--- config.mk ---
export PLATFORM = sky130hd
export DESIGN_NAME = imh_ram
export DESIGN_NICKNAME = d
export VERILOG_FILES = /design/src/sv/indexed_min_heap_core_macros.svh /design/src/sv/imh_ram.sv
export SDC_FILE = /design/constraint.sdc
export NUM_CORES = 2
export LEC_CHECK = 0
export ABC_CLOCK_PERIOD_IN_PS = 2100
export BUFFER_PORTS_ARGS = -buffer_cell sky130_fd_sc_hd__buf_2
export CAP_MARGIN = 20
export CORE_MARGIN = 1.5
export CORE_UTILIZATION = 57
export CTS_CLUSTER_DIAMETER = 200
export DETAILED_ROUTE_END_ITERATION = 8
export PLACE_DENSITY = 0.76
export SLEW_MARGIN = 20
export SYNTH_ARGS = -nofsm -noshare
export SYNTH_HDL_FRONTEND = slang
export SYNTH_SLANG_ARGS = --single-unit
--- constraint.sdc ---
create_clock -name i_clk -period 2.1 [get_ports i_clk]
set_clock_uncertainty 0.1 [all_clocks]
set_input_delay 0.21 -clock i_clk [delete_from_list [all_inputs] [get_ports i_clk]]
set_output_delay 0.21 -clock i_clk [all_outputs]
set_load 0.02 [all_outputs]
--- src/sv/indexed_min_heap_core_macros.svh ---
// Assertion helpers shared by the heap RTL
`ifndef INDEXED_MIN_HEAP_CORE_MACROS_SVH
`define INDEXED_MIN_HEAP_CORE_MACROS_SVH

// Check that a condition implies a consequence on the same edge
`define IMH_ASSERT_IMPL(lbl, clk, rst_n, cond, cons, msg) \
    lbl: assert property (@(posedge clk) disable iff (!rst_n) (cond) |-> (cons)) \
        else $error(msg);

// Check that a condition implies a consequence on the next edge
`define IMH_ASSERT_NEXT(lbl, clk, rst_n, cond, cons, msg) \
    lbl: assert property (@(posedge clk) disable iff (!rst_n) (cond) |=> (cons)) \
        else $error(msg);

`endif

--- src/sv/imh_ram.sv ---
module imh_ram #(
    parameter int unsigned WIDTH = 8,
    parameter int unsigned DEPTH = 256
) (
    input  logic                     i_clk,
    input  logic                     i_we,
    input  logic [$clog2(DEPTH)-1:0] i_waddr,
    input  logic [WIDTH-1:0]         i_wdata,
    input  logic [$clog2(DEPTH)-1:0] i_raddr,
    output logic [WIDTH-1:0]         o_rdata
);
    logic [WIDTH-1:0] r_mem [DEPTH];

    always_ff @(posedge i_clk) begin
        if (i_we) begin
            r_mem[i_waddr] <= i_wdata;
        end
        o_rdata <= r_mem[i_raddr];
    end
endmodule

== Word level (Yosys, flattened, before mapping) ==
Memories as Yosys holds them, arrays and structs flattened. A register that Yosys moved wholly into a read port is not among the register bits.
Cells that the tools add are included.

* Memory bits (writable): 2048
* Flip-flop bits (word level): 0
* Latch bits: 0
* Word-level logic and storage cells: 3
* Bits in read-only memories: 0
* Memories: 1
* Bits of input ports: 26

* Shift-type cells: 0
* Multiply operators: 0
* Add/subtract/negate cells: 0
* Eq/ne operators: 0
* Multiplexer cells: 2
* Divide/modulo/power cells: 0
* Reductions and logical operators: 0
* Bitwise gates (word level): 0
* $lt $le $gt $ge: 0

{| class="wikitable"
|+ Memory list
! memory !! depth !! width !! read ports !! clocked after memory_dff !! wr ports !! RTL line !! source
|-
| r_mem || 256 || 8 || 1 || 1 || 1 || imh_ram.sv:12 || <nowiki>logic [WIDTH-1:0] r_mem [DEPTH];</nowiki>
|}

{| class="wikitable"
|+ Operators by type and width
! kind !! count
|-
| 1-bit 2-to-1 mux || 2
|}

== Longest topological paths before layout ==
* Word-level depth: 2
* Mapped depth: 11
* Mapped depth without buffers: 6

== Worst setup path after synthesis ==
Ideal clock, no wire load.

* Path type: input to register
* Start: in i_raddr[0]
* End: reg o_rdata[2] (read register of r_mem)
* Data required time: 1.869 ns
* Arrival time: 2.017 ns
* Path slack: -0.148 ns
* Buffers on the path: 4
* Cell stages on the path: 9
* Cells stage by stage: buf_6 buf_12 buf_8 buf_2 mux4_2 a22oi_1 a21oi_1 nor4_1 nor4_2

{| class="wikitable"
|+ RTL lines
! what !! RTL line !! source
|-
| from (decl) || imh_ram.sv:9 || <nowiki>input logic [$clog2(DEPTH)-1:0] i_raddr,</nowiki>
|-
| to (decl) || imh_ram.sv:10 || <nowiki>output logic [WIDTH-1:0] o_rdata</nowiki>
|}

==> impl_metrics.py <==
metrics = {
    "power_and_ir_drop": {
        "vdd.ir_drop.worst_mv": 0.925,
        "power.internal_mw": 66.6,
        "combinational_power_share_pct": 5.9,
        "leakagePower_nw": 30.6,
        "net-switching-power_mw": 17.8,
        "power_per_cell_area_nw_per_um2": 898,
        "pwr-share-clk_pct": 40.3,
        "sw_frac_of_total_pct": 21.1,
        "proportion_of_power_drawn_by_flip_flops_and_latches_pct": 53.7,
    },
    "floorplanning": {
        "die-width_um": 377,
        "die_h_um": 377,
        "start_util_pct": 57.6,
        "placement_rows": 136,
        "io-pin-count": 34,
        "core_area_um2": 138000,
        "die_area_um2": 142000,
    },
    "routing": {
        "first_pass_iters": 6,
        "drc": 0,
        "antenna_left": 0,
        "first_iter_violations": 6853,
        "route.detailed.vias_per_inst": 6.61,
        "drt_wl_total_um": 204000,
        "num_vias": 43000,
        "avgRoutedWirePerCell_um": 31.4,
    },
    "cts": {
        "cts.clk_slew.worst_paths_ps": 70,
        "cts_tree": "done",
        "cts.root.buffer_cell": "clkbuf_16",
        "max-clock-path-buffers": 3,
        "clock_insertion_delay_worst_skew_ps": 820,
        "cts_buffers": 193,
        "cts.htree.levels": 4,
        "post_cts.repair.setup_buffers": 0,
        "cts.sink_count": 2056,
    },
    "timing": {
        "period_minus_slack_ps": 2370,
        "timing.final.ws_setup_ps": -266,
        "fmax_mhz": 423,
        "rsz0062_at_grt": "yes",
        "timing.slew.headroom_pct": 46.0,
        "setup_viol_count_final": 8,
        "final_cycle_share_pct": 113,
        "final-hold-violation-count": 0,
        "timing_max_transition_violations_final": 0,
        "worst_pin_slew_ps": 810,
        "timing.hold.ws_ps": 65.1,
    },
    "global_routing": {
        "global_route.usage.total_pct": 29.0,
        "grt_first_pass_wirelength_um": 294000,
        "first_global_vias": 43000,
        "antenna_found_initial": 12,
        "grt_max_degree": 98,
        "grt_remaining_overflow": 0,
    },
    "placement": {
        "number_of_i_o_port_buffers": 33,
        "post-place-cells": 6139,
        "dp_hpwl_um": 128000,
        "gp_congestion": 0.928,
    },
    "cells_and_area": {
        "area.growth.synth_to_final_pct": 18.2,
        "layoutNonFillerInstCount": 6496,
        "drive_above_1_share_pct": 34.4,
        "fillerInstances": 8102,
        "nets": 4504,
    },
    "logic_synthesis": {
        "yosys.cell_count.top_type": "edfxtp_1",
        "yosys.cell_types.count": 55,
        "synth_area_per_cell_um2": 21.3,
        "synth_sequential_area_ratio_pct": 77.5,
        "ys.warnings.count": 0,
        "syn-instance-count": 3733,
        "number_of_flip_flops_and_latches_in_the_synthesized_netlist": 2056,
        "dominant_register_cell_in_the_synthesized_netlist": "edfxtp_1",
        "synth_area_um2": 79600,
        "ys_top_cells_by_area": "edfxtp_1, mux4_2, mux2i_1, nor2_1, a22oi_1",
        "synth_largest_type_area_fraction_pct": 77.3,
        "synth_top_cell_by_area": "edfxtp_1",
        "synth_edf_count": 2048,
        "synth-async-reset-ratio_pct": 0,
        "cell_types_with_the_highest_counts_after_synthesis": "edfxtp_1, mux4_2, nor2_1",
        "synth.net_count": 3759,
    },
    "status": {
        "violations": "setup timing",
        "status": "finished, violations left",
    },
    "run": {
        "drv.max_cap_violation_count": 0,
    },
    "critical_path": {
        "critPathCaptureType": "flip-flop",
        "arrival_ps": 2980,
        "timing.setup.critical_path_class": "input pin to flip-flop",
        "crit_fanout": 25,
        "rrSetupSlack_ps": -200,
        "cp_data_required_time_ps": 2710,
        "setup.worst_path.start_class": "input pin",
    },
    "worst_hold_path": {
        "hold_path.class": "input pin to flip-flop",
    },
}
## layout make-up
type	count	area [um2]	share of cell area, %
Inverter	2	7.51	0.00799
Tap cell	1863	2330	2.48
Sequential cell	2056	61700	65.6
Clock inverter	102	946	1.01
Multi-Input combinational cell	1442	17000	18.1
Antenna cell	1	2.50	0.00266
Clock buffer	247	5170	5.50
Timing Repair Buffer	783	6860	7.30
## worst max-delay path, cell delays in order
cell      delay, ps
buf_12          230
buf_12          270
buf_4           200
buf_4           240
buf_4           210
mux2i_1         110
o221ai_1        310
a21oi_1         150
nor3_2          440
nor4_2          130
buf_4           190
nor4_1          210
## sequential cells by signal, summed over array words and instances (netlist names)
signal / flops
o_rdata: 8
r_mem: 2048
## routing by layer
layer / wire [um] / global-route usage, % / vias to the layer above
li1: - / - / 17200
met4: 8640 / 11.7 / 16
met5: 101 / 0 / -
met1: 74100 / 40.1 / 22200
met3: 23800 / 6.60 / 478
met2: 97200 / 45.2 / 3084
## path summary, 6_finish.rpt
kind | startpoint | end | cells after the start
max reg2reg | r_mem[83][6]$_DFFE_PP_ | o_rdata[6]$_DFF_P_ | 8
min reg2reg | r_mem[99][5]$_DFFE_PP_ | o_rdata[5]$_DFF_P_ | 6
max | i_raddr[0] | o_rdata[4]$_DFF_P_ | 12
min | i_waddr[3] | r_mem[206][2]$_DFFE_PP_ | 4
## logic make-up (layout without fill, tap and decap cells)
family | Yosys count | after routing | synth area share [%]
other cells | 0 | 1 | 0
mux | 591 | 591 | 14.6
buf+inv | 235 | 1134 | 1.83
simple gates | 466 | 466 | 2.63
compound gates | 385 | 385 | 3.42
flops | 2056 | 2056 | 77.5
## cells in the final DEF, fill, tap and decap left out, drive strengths merged, types with 4 or more instances in the layout
cell type	instances
a2111oi	5
a211oi	16
a21oi	96
a221oi	14
a22o	8
a22oi	133
and2	6
buf	765
bufinv	16
clkbuf	255
clkinv	68
clkinvlp	11
dfxtp	8
dlygate4sd3	10
edfxtp	2048
inv	9
mux2i	134
mux4	456
nand2	33
nand2b	8
nand3	34
nand4	10
nor2	282
nor2b	31
nor3	22
nor4	27
o211ai	10
o21ai	12
o221ai	47
o22a	5
o22ai	28
o32ai	5
or2	4
## stage by stage
step | TNS (ps) | power (mW) | util (%) | cell area, um2 | worst slack, ps
after global routing | -1650 | 86.2 | 68.1 | 94000 | -328
final | -1400 | 84.4 | 68.1 | 94000 | -266
after CTS | -1190 | 84.5 | 68.0 | 93800 | -204
after detailed placement | -9180 | 50.9 | 63.3 | 87300 | -1220
after floorplan | -7180 | 48.4 | - | 79800 | -28.8
after global placement | -9910 | 50.8 | 63.2 | 87300 | -1760
## power by group through the flow
stage / Sequential, mW / Combinational (mW) / Clock [mW]
floorplan: 46.2 / 2.27 / 0
global placement: 46.2 / 4.62 / 0
detailed placement: 46.2 / 4.73 / 0
CTS: 45.3 / 4.91 / 34.2
global route: 45.3 / 5.20 / 35.7
finish: 45.3 / 5.02 / 34.0
## what timing repair did
item,CTS,global route
pin swaps,30,19
endpoints found under the setup margin,8,8
resized for setup,65,26
hold endpoints to repair,680,0
hold buffers,10,0
Note: power is estimated with default switching activity, not from simulation.
